`src/hw/rtl/bba_pkg.sv`:
```
// Shared constants, codes and control types for the bitmap block allocator.
package bba_pkg;

   localparam int ADDR_W       = 32;
   localparam int CNT_W        = 11;
   localparam int BLOCK_SHIFT  = 12;                      // 4096-byte blocks
   localparam int STORE_BLOCKS = 1024;
   localparam int WORD_BITS    = 32;
   localparam int MAP_WORDS    = STORE_BLOCKS / WORD_BITS;
   localparam int WORD_IDX_W   = $clog2(MAP_WORDS);
   localparam int BIT_IDX_W    = $clog2(WORD_BITS);
   localparam int IDX_W        = $clog2(STORE_BLOCKS);
   localparam int CHUNK_BITS   = 8;
   localparam int CHUNK_SEL_W  = $clog2(WORD_BITS / CHUNK_BITS);
   localparam int CHUNK_W      = IDX_W - $clog2(CHUNK_BITS);
   localparam int FRAME_W      = ADDR_W - BLOCK_SHIFT;

   localparam logic CSR_REGION_BASE    = 1'b0;
   localparam logic CSR_MANAGED_BLOCKS = 1'b1;

   typedef enum logic [1:0] {
      OP_ALLOC   = 2'd0,
      OP_FREE    = 2'd1,
      OP_RELEASE = 2'd2,
      OP_RESERVE = 2'd3
   } op_type;

   typedef enum logic [2:0] {
      ST_IDLE,
      ST_PREP,
      ST_SIZE,
      ST_SCAN,
      ST_MARK,
      ST_FINISH
   } state_type;

   typedef struct packed {
      logic load;
      logic prep;
      logic size;
      logic scan;
      logic mark;
      logic finish;
   } cmd_type;

   typedef struct packed {
      logic is_alloc;
      logic refuse;
      logic found;
      logic scan_end;
      logic mark_last;
      logic out_room;
   } stat_type;

endpackage

```
`src/hw/rtl/bba_ctrl.sv`:
```
// Sequencer for the bitmap block allocator.
module bba_ctrl (
   input  logic             clock,
   input  logic             reset,
   input  logic             req_valid,
   output logic             req_ready,
   input  bba_pkg::stat_type stat,
   output bba_pkg::cmd_type  cmd
);
   import bba_pkg::*;

   state_type state_ff, state_in;

   always_ff @(posedge clock) begin
      if (reset) begin
         state_ff <= ST_IDLE;
      end else begin
         state_ff <= state_in;
      end
   end

   always_comb begin
      state_in  = state_ff;
      cmd       = '0;
      req_ready = 1'b0;
      case (state_ff)
         ST_IDLE: begin
            req_ready = 1'b1;
            if (req_valid) begin
               cmd.load = 1'b1;
               state_in = ST_PREP;
            end
         end
         ST_PREP: begin
            cmd.prep = 1'b1;
            state_in = ST_SIZE;
         end
         ST_SIZE: begin
            cmd.size = 1'b1;
            if (!stat.is_alloc) state_in = ST_MARK;
            else if (stat.refuse) state_in = ST_FINISH;
            else state_in = ST_SCAN;
         end
         ST_SCAN: begin
            cmd.scan = 1'b1;
            if (stat.found) state_in = ST_MARK;
            else if (stat.scan_end) state_in = ST_FINISH;
         end
         ST_MARK: begin
            cmd.mark = 1'b1;
            if (stat.mark_last) state_in = ST_FINISH;
         end
         ST_FINISH: begin
            if (stat.out_room) begin
               cmd.finish = 1'b1;
               state_in   = ST_IDLE;
            end
         end
         default: state_in = ST_IDLE;
      endcase
   end

endmodule

```
`src/hw/rtl/bba_datapath.sv`:
```
// Bitmap, free counter, range arithmetic, run search and result register.
module bba_datapath (
   input  logic                        clock,
   input  logic                        reset,
   input  bba_pkg::cmd_type            cmd,
   output bba_pkg::stat_type           stat,
   input  logic [1:0]                  req_operation,
   input  logic [bba_pkg::ADDR_W-1:0]  req_address,
   input  logic [bba_pkg::CNT_W-1:0]   req_block_count,
   input  logic [bba_pkg::ADDR_W-1:0]  req_region_bytes,
   output logic                        rsp_valid,
   input  logic                        rsp_ready,
   output logic                        rsp_status,
   output logic [bba_pkg::ADDR_W-1:0]  rsp_granted_address,
   output logic [bba_pkg::ADDR_W-1:0]  rsp_used_blocks,
   input  logic                        csr_write_enable,
   input  logic                        csr_index,
   input  logic [bba_pkg::ADDR_W-1:0]  csr_write_data
);
   import bba_pkg::*;

   logic [ADDR_W-1:0]    base_ff;
   logic [CNT_W-1:0]     managed_ff;
   logic [WORD_BITS-1:0] map_ff [MAP_WORDS];
   logic [ADDR_W-1:0]    counter_ff, counter_in;
   op_type               op_ff;
   logic [ADDR_W-1:0]    addr_ff, bytes_ff, off_ff, len_ff;
   logic [CNT_W-1:0]     n_ff;
   logic                 skip_ff, refuse_ff, set_ff, ok_ff;
   logic [FRAME_W-1:0]   lo_ff, lo_in;
   logic [FRAME_W:0]     hi_ff, hi_in;
   logic [CHUNK_W-1:0]   chunk_ff;
   logic [WORD_IDX_W-1:0] word_ff;
   logic [CNT_W-1:0]     run_ff, run_in;
   logic [IDX_W-1:0]     start_ff, start_in;
   logic                 found;
   logic                 rsp_valid_ff, rsp_status_ff;
   logic [ADDR_W-1:0]    rsp_granted_ff, rsp_used_ff;

   // prep arithmetic
   logic               neg;
   logic [ADDR_W-1:0]  diff;
   logic [ADDR_W:0]    sum_end;
   // size arithmetic
   logic [FRAME_W-1:0] first, blocks, avail, cnt;
   // scan
   logic [WORD_IDX_W-1:0] rd_idx;
   logic [WORD_BITS-1:0]  rd_word, wr_word, mask;
   logic [CHUNK_BITS-1:0] chunk_bits;
   logic [CNT_W-1:0]      limit;
   logic [CNT_W:0]        next_chunk_lo;
   logic                  scan_end;

   assign neg     = addr_ff < base_ff;
   assign diff    = addr_ff - base_ff;
   assign sum_end = {1'b0, addr_ff} + {1'b0, bytes_ff};

   // Region length clipped below base is bytes - (base - addr) = bytes + diff.
   assign first  = off_ff[ADDR_W-1:BLOCK_SHIFT];
   assign blocks = len_ff[ADDR_W-1:BLOCK_SHIFT];
   assign avail  = {{(FRAME_W-CNT_W){1'b0}}, managed_ff} - first;

   always_comb begin
      cnt = '0;
      if (op_ff == OP_FREE) begin
         cnt = {{(FRAME_W-CNT_W){1'b0}}, n_ff};
      end else if (!skip_ff && first < {{(FRAME_W-CNT_W){1'b0}}, managed_ff}) begin
         cnt = (blocks < avail) ? blocks : avail;
      end
   end

   assign limit = (managed_ff > CNT_W'(STORE_BLOCKS)) ? CNT_W'(STORE_BLOCKS) : managed_ff;
   assign rd_idx = cmd.scan ? chunk_ff[CHUNK_W-1 -: WORD_IDX_W] : word_ff;
   assign rd_word = map_ff[rd_idx];
   assign chunk_bits = rd_word[chunk_ff[CHUNK_SEL_W-1:0]*CHUNK_BITS +: CHUNK_BITS];
   assign next_chunk_lo = {({1'b0, chunk_ff} + (CHUNK_W+1)'(1)), {$clog2(CHUNK_BITS){1'b0}}};
   assign scan_end = (next_chunk_lo >= {1'b0, limit}) || (&chunk_ff);

   // Run tracking over one 8-bit chunk; bits past the limit count as used.
   always_comb begin
      logic [IDX_W-1:0] idx;
      run_in   = run_ff;
      start_in = start_ff;
      found    = 1'b0;
      for (int k = 0; k < CHUNK_BITS; k++) begin
         idx = {chunk_ff, k[$clog2(CHUNK_BITS)-1:0]};
         if (!found) begin
            if (({1'b0, idx} < limit) && !chunk_bits[k]) begin
               if (run_in == '0) start_in = idx;
               run_in = run_in + CNT_W'(1);
               if (run_in == n_ff) found = 1'b1;
            end else begin
               run_in = '0;
            end
         end
      end
   end

   // Word mask for bits in [lo, hi).
   always_comb begin
      logic [FRAME_W:0] bidx;
      for (int k = 0; k < WORD_BITS; k++) begin
         bidx = {{(FRAME_W+1-IDX_W){1'b0}}, word_ff, k[BIT_IDX_W-1:0]};
         mask[k] = (bidx >= {1'b0, lo_ff}) && (bidx < hi_ff);
      end
      wr_word = set_ff ? (rd_word | mask) : (rd_word & ~mask);
   end

   always_comb begin
      counter_in = counter_ff;
      lo_in      = lo_ff;
      hi_in      = hi_ff;
      if (cmd.size) begin
         lo_in = first;
         hi_in = {1'b0, first} + {1'b0, cnt};
         if (op_ff == OP_RESERVE) counter_in = counter_ff - {{(ADDR_W-FRAME_W){1'b0}}, cnt};
         else if (op_ff != OP_ALLOC)
            counter_in = counter_ff + {{(ADDR_W-FRAME_W){1'b0}}, cnt};
      end else if (cmd.scan && found) begin
         lo_in = {{(FRAME_W-IDX_W){1'b0}}, start_in};
         hi_in = {{(FRAME_W+1-IDX_W){1'b0}}, start_in} + {{(FRAME_W+1-CNT_W){1'b0}}, n_ff};
         counter_in = counter_ff - {{(ADDR_W-CNT_W){1'b0}}, n_ff};
      end
   end

   always_ff @(posedge clock) begin
      if (reset) begin
         base_ff    <= '0;
         managed_ff <= '0;
         counter_ff <= '0;
         for (int w = 0; w < MAP_WORDS; w++) map_ff[w] <= '1;
      end else begin
         if (csr_write_enable) begin
            case (csr_index)
               CSR_REGION_BASE:    base_ff    <= csr_write_data;
               CSR_MANAGED_BLOCKS: managed_ff <= csr_write_data[CNT_W-1:0];
               default: ;
            endcase
         end
         counter_ff <= counter_in;
         if (cmd.mark) map_ff[word_ff] <= wr_word;
      end
   end

   always_ff @(posedge clock) begin
      if (cmd.load) begin
         op_ff    <= op_type'(req_operation);
         addr_ff  <= req_address;
         n_ff     <= req_block_count;
         bytes_ff <= req_region_bytes;
         ok_ff    <= 1'b0;
      end
      if (cmd.prep) begin
         off_ff    <= (neg && op_ff != OP_FREE) ? '0 : diff;
         len_ff    <= neg ? (bytes_ff + diff) : bytes_ff;
         skip_ff   <= neg && (sum_end <= {1'b0, base_ff});
         refuse_ff <= (n_ff == '0) || (counter_ff < {{(ADDR_W-CNT_W){1'b0}}, n_ff});
      end
      if (cmd.size) begin
         set_ff   <= (op_ff == OP_RESERVE);
         chunk_ff <= '0;
         word_ff  <= '0;
         run_ff   <= '0;
      end
      if (cmd.scan) begin
         run_ff   <= run_in;
         start_ff <= start_in;
         chunk_ff <= chunk_ff + CHUNK_W'(1);
         if (found) begin
            set_ff <= 1'b1;
            ok_ff  <= 1'b1;
         end
      end
      if (cmd.mark) word_ff <= word_ff + WORD_IDX_W'(1);
      lo_ff <= lo_in;
      hi_ff <= hi_in;
   end

   // Result register
   always_ff @(posedge clock) begin
      if (reset) begin
         rsp_valid_ff <= 1'b0;
      end else if (cmd.finish) begin
         rsp_valid_ff <= 1'b1;
      end else if (rsp_ready) begin
         rsp_valid_ff <= 1'b0;
      end
   end

   always_ff @(posedge clock) begin
      if (cmd.finish) begin
         rsp_status_ff  <= (op_ff == OP_ALLOC) && !ok_ff;
         rsp_granted_ff <= ok_ff
            ? base_ff + {{(ADDR_W-IDX_W-BLOCK_SHIFT){1'b0}}, start_ff, {BLOCK_SHIFT{1'b0}}}
            : '0;
         rsp_used_ff    <= {{(ADDR_W-CNT_W){1'b0}}, managed_ff} - counter_ff;
      end
   end

   assign rsp_valid           = rsp_valid_ff;
   assign rsp_status          = rsp_status_ff;
   assign rsp_granted_address = rsp_granted_ff;
   assign rsp_used_blocks     = rsp_used_ff;

   assign stat.is_alloc  = (op_ff == OP_ALLOC);
   assign stat.refuse    = refuse_ff;
   assign stat.found     = found;
   assign stat.scan_end  = scan_end;
   assign stat.mark_last = &word_ff;
   assign stat.out_room  = !rsp_valid_ff || rsp_ready;

endmodule

```
`src/hw/rtl/bitmap_block_allocator.sv`:
```
// Top level of the first-fit bitmap block allocator.
// Steps: free and region beats run setup, size, a pass over all 32 bitmap words, then
//   finish; allocate runs setup, size, the 8-block chunk scan, the mark pass on success.
// Throughput: one beat at a time, next beat taken the cycle after the result is loaded;
//   the search reads 8 bitmap bits per cycle, the mark pass one 32-bit word per cycle.
// Reset: synchronous; every block marked used, free counter, CSRs and result valid zero.
module bitmap_block_allocator (
   input  logic                        clock,
   input  logic                        reset,
   input  logic                        req_valid,
   output logic                        req_ready,
   input  logic [1:0]                  req_operation,
   input  logic [bba_pkg::ADDR_W-1:0]  req_address,
   input  logic [bba_pkg::CNT_W-1:0]   req_block_count,
   input  logic [bba_pkg::ADDR_W-1:0]  req_region_bytes,
   output logic                        rsp_valid,
   input  logic                        rsp_ready,
   output logic                        rsp_status,
   output logic [bba_pkg::ADDR_W-1:0]  rsp_granted_address,
   output logic [bba_pkg::ADDR_W-1:0]  rsp_used_blocks,
   input  logic                        csr_write_enable,
   input  logic                        csr_index,
   input  logic [bba_pkg::ADDR_W-1:0]  csr_write_data
);
   import bba_pkg::*;

   cmd_type  cmd;   // sequencer strobes, one state per strobe
   stat_type stat;  // datapath flags steering the sequencer

   // Sequencer: idle, setup, size, scan, mark, finish.
   bba_ctrl u_ctrl (
      .clock     (clock),
      .reset     (reset),
      .req_valid (req_valid),
      .req_ready (req_ready),
      .stat      (stat),
      .cmd       (cmd)
   );

   // Datapath: bitmap words, counter, range math and the result register,
   // which lets the next beat start while a result waits.
   bba_datapath u_dp (
      .clock               (clock),
      .reset               (reset),
      .cmd                 (cmd),
      .stat                (stat),
      .req_operation       (req_operation),
      .req_address         (req_address),
      .req_block_count     (req_block_count),
      .req_region_bytes    (req_region_bytes),
      .rsp_valid           (rsp_valid),
      .rsp_ready           (rsp_ready),
      .rsp_status          (rsp_status),
      .rsp_granted_address (rsp_granted_address),
      .rsp_used_blocks     (rsp_used_blocks),
      .csr_write_enable    (csr_write_enable),
      .csr_index           (csr_index),
      .csr_write_data      (csr_write_data)
   );

endmodule

```
`config.mk`:
```
export PLATFORM = sky130hd
export DESIGN_NAME = bitmap_block_allocator
export DESIGN_NICKNAME = d
export VERILOG_FILES = /design/src/hw/rtl/bba_pkg.sv /design/src/hw/rtl/bba_ctrl.sv /design/src/hw/rtl/bba_datapath.sv /design/src/hw/rtl/bitmap_block_allocator.sv
export SDC_FILE = /design/constraint.sdc
export NUM_CORES = 2
export LEC_CHECK = 0
export BUFFER_PORTS_ARGS = -buffer_cell sky130_fd_sc_hd__buf_4
export CAP_MARGIN = 30
export CORE_UTILIZATION = 69
export CTS_CLUSTER_DIAMETER = 120
export DETAILED_ROUTE_END_ITERATION = 8
export GPL_ROUTABILITY_DRIVEN = 0
export MAX_ROUTING_LAYER = met4
export PLACE_DENSITY_LB_ADDON = 0.12
export SLEW_MARGIN = 20
export SYNTH_ARGS = -nofsm -noshare
export SYNTH_HDL_FRONTEND = slang
export SYNTH_SLANG_ARGS = --single-unit
```
`constraint.sdc`:
```
create_clock -name clock -period 35.4 [get_ports clock]
set_input_delay 1.77 -clock clock [delete_from_list [all_inputs] [get_ports clock]]
set_output_delay 1.77 -clock clock [all_outputs]
set_load 0.05 [all_outputs]
```
* Word-level counts from Yosys, hierarchy flattened
Memories as Yosys holds them, arrays and structs flattened.
Index checks and enable logic that the tools add are counted.
** Storage, ports and cells
- Word-level logic and storage cells :: 349
- Register bits after elaboration :: 363
- Memory bits (writable) :: 1024
- Memories kept :: 1
- Bits of input ports :: 115
** Operators by class
- Muxes and demuxes :: 115
- Reduce and logical (&&, ||, !) cells :: 82
- Shifts and indexed selects :: 1
- Equal/unequal tests :: 21
- Add/sub/neg operators :: 22
- Magnitude comparators :: 79
- Bitwise logic cells :: 4
** Memory list
- u_dp.map_ff :: words 32, bits a word 32, read ports 1, clocked after Yosys merged registers in 0, wr ports 32, line bba_datapath.sv:24 : logic [WORD_BITS-1:0] map_ff [MAP_WORDS];
** Operator list (number)
- $lt 10x21->1 :: 32
- $ge 10x20->1 :: 32
- $mux 10 :: 23
- $mux 32 :: 7
- $mux 11 :: 18
- $mux 20 :: 5
- $logic_not 11->1 :: 9
- $add 11x1->11 const B :: 8
- $eq 11x11->1 :: 8
- $lt 10x11->1 :: 8
- $mux 1 :: 46
- $logic_and 1x1->1 :: 45
- $mux 21 :: 2
- $add 32x32->33 :: 1
- $le 33x32->1 :: 1
- $add 32x20->32 :: 1
- $add 32x22->32 :: 1
- $add 32x32->32 :: 1
- $and 32x32->32 :: 1
- $lt 32x11->1 :: 1
- $lt 32x32->1 :: 1
- $not 32->32 :: 1
- $or 32x32->32 :: 1
- $reduce_or 32->1 :: 1
- 37 further kinds :: 70

* Longest topological paths before layout
An unclocked memory read counts as a cell.
- Word-level depth :: 34
- Mapped depth :: 74
- Gate-level depth less buffers :: 65

* Hierarchy
Synthesis repeated with hierarchy kept, for this count alone.
** Unflattened totals
- Cell total of the unflattened synthesis :: 7323
- Area total of the unflattened synthesis :: 78470.3 µm²
** By module, submodules not included
- bba_datapath :: cells an instance 7290, times used 1, area each 78208.8 µm²
- bba_ctrl :: cells an instance 33, times used 1, area each 261.5 µm²

* Worst setup path after synthesis
OpenSTA, ideal clock, no wires.
- Path kind :: reg2reg
- Start point :: register u_dp.chunk_ff[3]
- End point :: register u_dp.hi_ff[0] (enable)
- Data required time :: 34.961 ns
- Setup slack :: 21.177 ns
- Arrival :: 13.784 ns
- Stages on the path, launching flop included :: 62
- Library setup time :: 0.439 ns
- Clock period less this slack :: 14.223 ns
- Cells stage by stage :: edfxtp_1 -> buf_4 -> and4b_1 -> buf_4 -> a21o_1 -> buf_6 -> buf_6 -> mux2i_1 -> mux2i_1 -> o221ai_1 -> nor4_1 -> or3_1 -> clkbuf_1 -> nor2_1 -> clkbuf_1 -> nand2_1 -> inv_1 -> ha_1 -> [26 not listed] -> a2111oi_2 -> a21oi_1 -> a211oi_4 -> nand3_1 -> o21ba_1 -> nor4_4 -> a21oi_2 -> buf_2 -> mux2i_1 -> ha_1 -> inv_1 -> a211oi_1 -> xnor2_1 -> o211ai_1 -> nor4_4 -> a21oi_4 -> buf_4 -> nor2_1
** Between the ends
- Cells in the longest elaborated chain, start to end :: 31
** RTL lines
- start, declared :: line bba_datapath.sv:32 : logic [CHUNK_W-1:0] chunk_ff;
- start signal, assigned :: line bba_datapath.sv:168 : chunk_ff <= chunk_ff + CHUNK_W'(1);
- $mux 5 :: line bba_datapath.sv:73 : assign rd_idx = cmd.scan ? chunk_ff[CHUNK_W-1 -: WORD_IDX_W] : word_ff;
- $mem_v2 32x32
- $shiftx 32x6->8 :: line bba_datapath.sv:75 : assign chunk_bits = rd_word[chunk_ff[CHUNK_SEL_W-1:0]*CHUNK_BITS +: CHUNK_BITS];
- $logic_not 1->1 :: line bba_datapath.sv:88 : if (({1'b0, idx} < limit) && !chunk_bits[k]) begin
- $logic_and 1x1->1 :: line bba_datapath.sv:88
- $mux 11 :: line bba_datapath.sv:88
- $add 11x1->11 :: line bba_datapath.sv:90 : run_in = run_in + CNT_W'(1);
- $mux 11 / $eq 11x11->1 (equally long branches) :: line bba_datapath.sv:88, bba_datapath.sv:91
- [15 not listed]
- $mux 11 :: line bba_datapath.sv:87 : if (!found) begin
- $add 11x1->11 :: line bba_datapath.sv:90
- $eq 11x11->1 :: line bba_datapath.sv:91 : if (run_in == n_ff) found = 1'b1;
- $mux 1 :: line bba_datapath.sv:91
- $mux 1 :: line bba_datapath.sv:88
- $mux 1 * :: line bba_datapath.sv:87
- $logic_and 1x1->1 * :: line bba_datapath.sv:119 : end else if (cmd.scan && found) begin
- $reduce_bool 2->1 (no line) *
- end signal, assigned :: line bba_datapath.sv:176 : hi_ff <= hi_in;
- end, declared :: line bba_datapath.sv:31 : logic [FRAME_W:0] hi_ff, hi_in;
Every way passes the cells marked *; elsewhere a longest branch is shown, timed or not.
A chain may end at the register's enable or synchronous reset.

* Worst setup path after layout
- Start point :: register u_ctrl.state_ff[2]
- End point :: register u_dp.hi_ff[11], data pin
** Between the ends
- Cells in the longest elaborated chain, start to end :: 33
** RTL lines
- start, declared :: line bba_ctrl.sv:12 : state_type state_ff, state_in;
- start signal, assigned :: line bba_ctrl.sv:18 : state_ff <= state_in;
- $eq 3x2->1 * :: line bba_ctrl.sv:26 : case (state_ff)
- $mux 1 * :: line bba_ctrl.sv:26
- $mux 5 * :: line bba_datapath.sv:73
- $mem_v2 32x32 *
- $shiftx 32x6->8 * :: line bba_datapath.sv:75
- $logic_not 1->1 :: line bba_datapath.sv:88
- $logic_and 1x1->1 :: line bba_datapath.sv:88
- $mux 11 :: line bba_datapath.sv:88
- [19 not listed]
- $mux 10 :: line bba_datapath.sv:89 : if (run_in == '0) start_in = idx;
- $mux 10 :: line bba_datapath.sv:88
- $mux 10 * :: line bba_datapath.sv:87
- via u_dp.start_in[3] :: line bba_datapath.sv:35 : logic [IDX_W-1:0] start_ff, start_in;
- $add 10x11->12 * :: line bba_datapath.sv:121 : hi_in = {{(FRAME_W+1-IDX_W){1'b0}}, start_in} + {{(FRAME_W+1-CNT_W){1'b0}}, n_ff};
- $mux 21 * :: line bba_datapath.sv:119
- $mux 21 * :: line bba_datapath.sv:113 : if (cmd.size) begin
- via u_dp.hi_in[11] :: line bba_datapath.sv:31
Mark *: on every way through the listed nets, which the timed path passes. The rest lies on a longest branch. The select of a mux whose other input is x is not followed.

==> implementation parameters <==
Parameter                              Value

Outcome
  Result of the run ... completed

Detailed routing
  Vias per std cell ... 6.935
  Iteration count of the initial detailed-routing pass ... 8
  Number of DRC markers in iteration 0 ... about 11000
  # DRC ... 0
  Via Count ... approximately 66000
  Remaining antenna violation count ... 0
  Wire length per cell after detailed routing ... 26.52 µm
  Routed wire length ... 252700 µm

Logic synthesis
  Post-synthesis area per instance ... about 9.8 µm²
  Number of distinct library cells after synthesis ... approximately 130
  Ranking of synthesized cells by instance count ... 2045 x sky130_fd_sc_hd__nand2_1, 1282 x sky130_fd_sc_hd__edfxtp_1, 438 x sky130_fd_sc_hd__clkbuf_1, 414 x sky130_fd_sc_hd__nand3_1, 377 x sky130_fd_sc_hd__nor2_1
  Combined area of all synthesized cells ... 78280 µm²
  Async set or reset register ratio after synthesis ... 0%
  Number of flops mapped to enable cells by yosys ... roughly 1300
  Portion of synthesized cell area occupied by the leading cell type ... between 40% and 50%
  Count of yosys warnings during synthesis ... 0
  Share of synthesized area occupied by flip-flops and latches ... roughly 51%
  Cell type with the highest aggregate area in the netlist ... sky130_fd_sc_hd__edfxtp_1
  Dominant register cell in the synthesized netlist ... sky130_fd_sc_hd__edfxtp_1
  Top cells by area, synth ... sky130_fd_sc_hd__edfxtp_1 49%, sky130_fd_sc_hd__nand2_1 9.8%, sky130_fd_sc_hd__ha_1 4.8%, sky130_fd_sc_hd__mux2i_1 3.6%, sky130_fd_sc_hd__nand3_1 2.6%
  Total of flip-flops plus latches after synthesis ... approximately 1400
  Net count after synthesis ... 8379
  Cells after Synth ... ~8000
  Library cell with the highest instance count after synthesis ... sky130_fd_sc_hd__nand2_1

Cells and area
  Fin nets ... 8326
  # fillers ... 7365
  Fraction of layout cells with a size suffix above 1 ... 10.52%
  Area added between synthesis and finish ... 10.23%

GRT
  Wire length of the first global-routing pass ... about 380000 µm
  Leftover overflow at the end of global routing ... 0
  Number of global-route vias before repair ... between 60000 and 70000
  Gr usage total ... roughly 45%
  Initial antenna violation count ... 13
  Largest net degree at the start of global routing ... around 180

Hold path
  Path class of the lowest-slack min-delay path ... reg2reg

STA
  Slew Limit Fails ... 0
  Final TNS setup ... 0 ns
  Share of the clock period used by the worst path after layout ... a little over half
  Worst path setup slack after routing ... between 15 and 20 ns
  Layout Skew ... around 0.047 ns
  Final setup violation count ... 0
  Final min period ... about 18 ns
  Unrepaired setup endpoints after global routing ... no
  Count of endpoints failing hold in the final timing report ... 0
  Slew at the pin closest to its max-slew limit ... around 1.2 ns
  Worst relative slew slack ... a little over a fifth
  Max frequency ... 0.05410 GHz

Pwr
  Net switching fraction of the power ... a little under two fifths
  Design Power ... 5279 µW
  Net Sw Power ... ~2000 µW
  Power density relative to cell area ... approximately 61 nW/µm²
  Logic pwr share ... between 30% and 40%
  Leakage power summed over all cells ... around 0.029 µW
  Peak ir drop on the vdd network ... 0.04960 mV
  Portion of total power attributed to the clock network ... between 20% and 30%
  Int Pwr ... approximately 3300 µW
  Power share of the sequential group ... between 30% and 40%

Floorplan
  IO Pins ... 182
  Core area ... ~110000 µm²
  Die X ... 338.8 µm
  Die outline area ... ~110000 µm²
  Die outline height ... around 340 µm
  Rows ... approximately 120
  Initial cell density of the core ... 69.58%

Critical path
  Delay of the slowest cell on the worst path ... 0.72 ns
  Critical path fanouts, max ... ~170
  Critical path's slowest cell ... sky130_fd_sc_hd__nor2_1
  Delay-heaviest family, CP ... compound AO/OA/AOI/OAI gates
  Cell type with the highest occurrence count on the critical path ... sky130_fd_sc_hd__a21oi_1
  Element type at the critical path end ... flip-flop
  Worst path required time ... around 36 ns
  Crit path buf inv count ... 7
  Worst setup path category ... reg2reg
  Data arrival, critical path ... roughly 19 ns
  Critical path launch point type ... flip-flop

Job
  Max-capacitance violation count ... 0

Clock tree
  Post CTS Setup Buffer Count ... 0
  CTS hold repair buffers ... 0
  Max Root-Sink Buffers ... 3
  Number of CTS-inserted buffers ... 139
  TritonCTS clock tree ... yes
  Latest clock arrival within the worst-skew pair ... ~0.79 ns
  Clock transition at path regs ... approximately 0.060 ns
  Post-cts gate resize count ... 0
  CTS sink cnt ... ~1400
  Number of H-tree levels ... 4
  Clock Root Buffer ... sky130_fd_sc_hd__clkbuf_16

Place
  HPWL after detailed placement ... roughly 160000 µm
  Count of buffers inserted at the top-level ports ... ~180
  Worst slack after detailed placement ... 17.69 ns
worst register-to-register path: cells and delay by family (launching register included):
kind,cells,cell delay [ns]
AOI/OAI and AO/OA,28,7.81
xor gates and xnor gates,1,0.39
adders and majority gates,4,1.31
buffers and inverters,7,1.64
DFF,1,0.61
muxes,4,1.35
and+or+nand+nor,18,5.07
state kept, by name, summed over array words and instances (netlist names), 21 cells and up:
register / flops
u_dp.hi_ff: 21
u_dp.counter_ff: 32
u_dp.rsp_used_blocks: 32
u_dp.map_ff: 1024
u_dp.addr_ff: 32
u_dp.rsp_granted_address: 32
u_dp.bytes_ff: 32
u_dp.base_ff: 32
power groups by stage:
stage / registers [µW] / clock network [µW] / logic, µW
2_1_floorplan: 1930 / 0 / 1200
3_3_place_gp: 1930 / 0 / 1720
3_5_place_dp: 1930 / 0 / 1800
4_1_cts: 1900 / 1470 / 1820
5_1_grt: 1900 / 1530 / 2010
6_report: 1900 / 1480 / 1900
kinds of logic (layout without fill, tap and decap cells):
kind of cell	Yosys count	after routing	synth area share, %
mux	334	334	4.456
simple gates	3449	3449	19.35
flops	1363	1363	51.25
fa+ha+maj	309	309	5.025
other cells	0	13	0
buf+inv	831	891	4.298
compound gates	1373	1373	12.15
xor+xnor	296	296	3.470
worst paths after layout:
check	from	to	depth (start not counted)	slack, ns
worst max-delay path	u_ctrl.state_ff[2]	u_dp.hi_ff[11]	62	16.92
worst max register to register	u_ctrl.state_ff[2]	u_dp.hi_ff[11]	62	16.92
worst min register to register	u_dp.base_ff[10]	u_dp.base_ff[10]	2	0.46
worst min-delay path	u_dp.base_ff[10]	u_dp.base_ff[10]	2	0.46
through the flow:
| step | utilization [%] | hold WS, ns | instance area [µm²] | cells |
|---|---|---|---|---|
| 2_1_floorplan | - | 0.4363 | 78280 | 7955 |
| 3_3_place_gp | 72.26 | 0.4422 | 81290 | 9235 |
| 3_5_place_dp | 72.54 | 0.4476 | 81600 | 9250 |
| 4_1_cts | 76.57 | 0.4556 | 86140 | 9504 |
| 5_1_grt | 76.69 | 0.4764 | 86270 | 9524 |
| 6_report | 76.70 | 0.4559 | 86280 | 9528 |
final cells by class:
| cell class | count | area, µm² | area share (%) |
|---|---|---|---|
| clock buffers | 179 | 3756 | 4.353 |
| well taps | 1500 | 1877 | 2.175 |
| flip-flops and latches | 1363 | 40120 | 46.50 |
| diodes | 13 | 32.53 | 0.03770 |
| repair buffers | 364 | 2985 | 3.460 |
| inverters | 273 | 1026 | 1.189 |
| multi-input cells | 5761 | 35710 | 41.38 |
| clock inverters | 75 | 780.7 | 0.9049 |
cells in the final DEF (no fill, tap or decap), types with 73 or more instances in the layout:
cell	n
sky130_fd_sc_hd__nand2_1	2045
sky130_fd_sc_hd__edfxtp_1	1282
sky130_fd_sc_hd__nand3_1	414
sky130_fd_sc_hd__nor2_1	341
sky130_fd_sc_hd__buf_4	336
sky130_fd_sc_hd__a21oi_1	335
sky130_fd_sc_hd__ha_1	300
sky130_fd_sc_hd__mux2i_1	264
sky130_fd_sc_hd__inv_1	263
sky130_fd_sc_hd__xnor2_1	215
sky130_fd_sc_hd__o21ai_0	171
sky130_fd_sc_hd__clkbuf_16	142
sky130_fd_sc_hd__nor3_1	128
sky130_fd_sc_hd__a311oi_1	104
sky130_fd_sc_hd__dfxtp_1	80
sky130_fd_sc_hd__and3_1	73
per-layer routing:
metal	share of wire (%)	global-route usage, %
met1	35	57.53
met2	43	63.67
met3	16	13.18
met4	6.2	23.14
met5	0	-
Note: power is estimated with default switching activity, not from simulation.
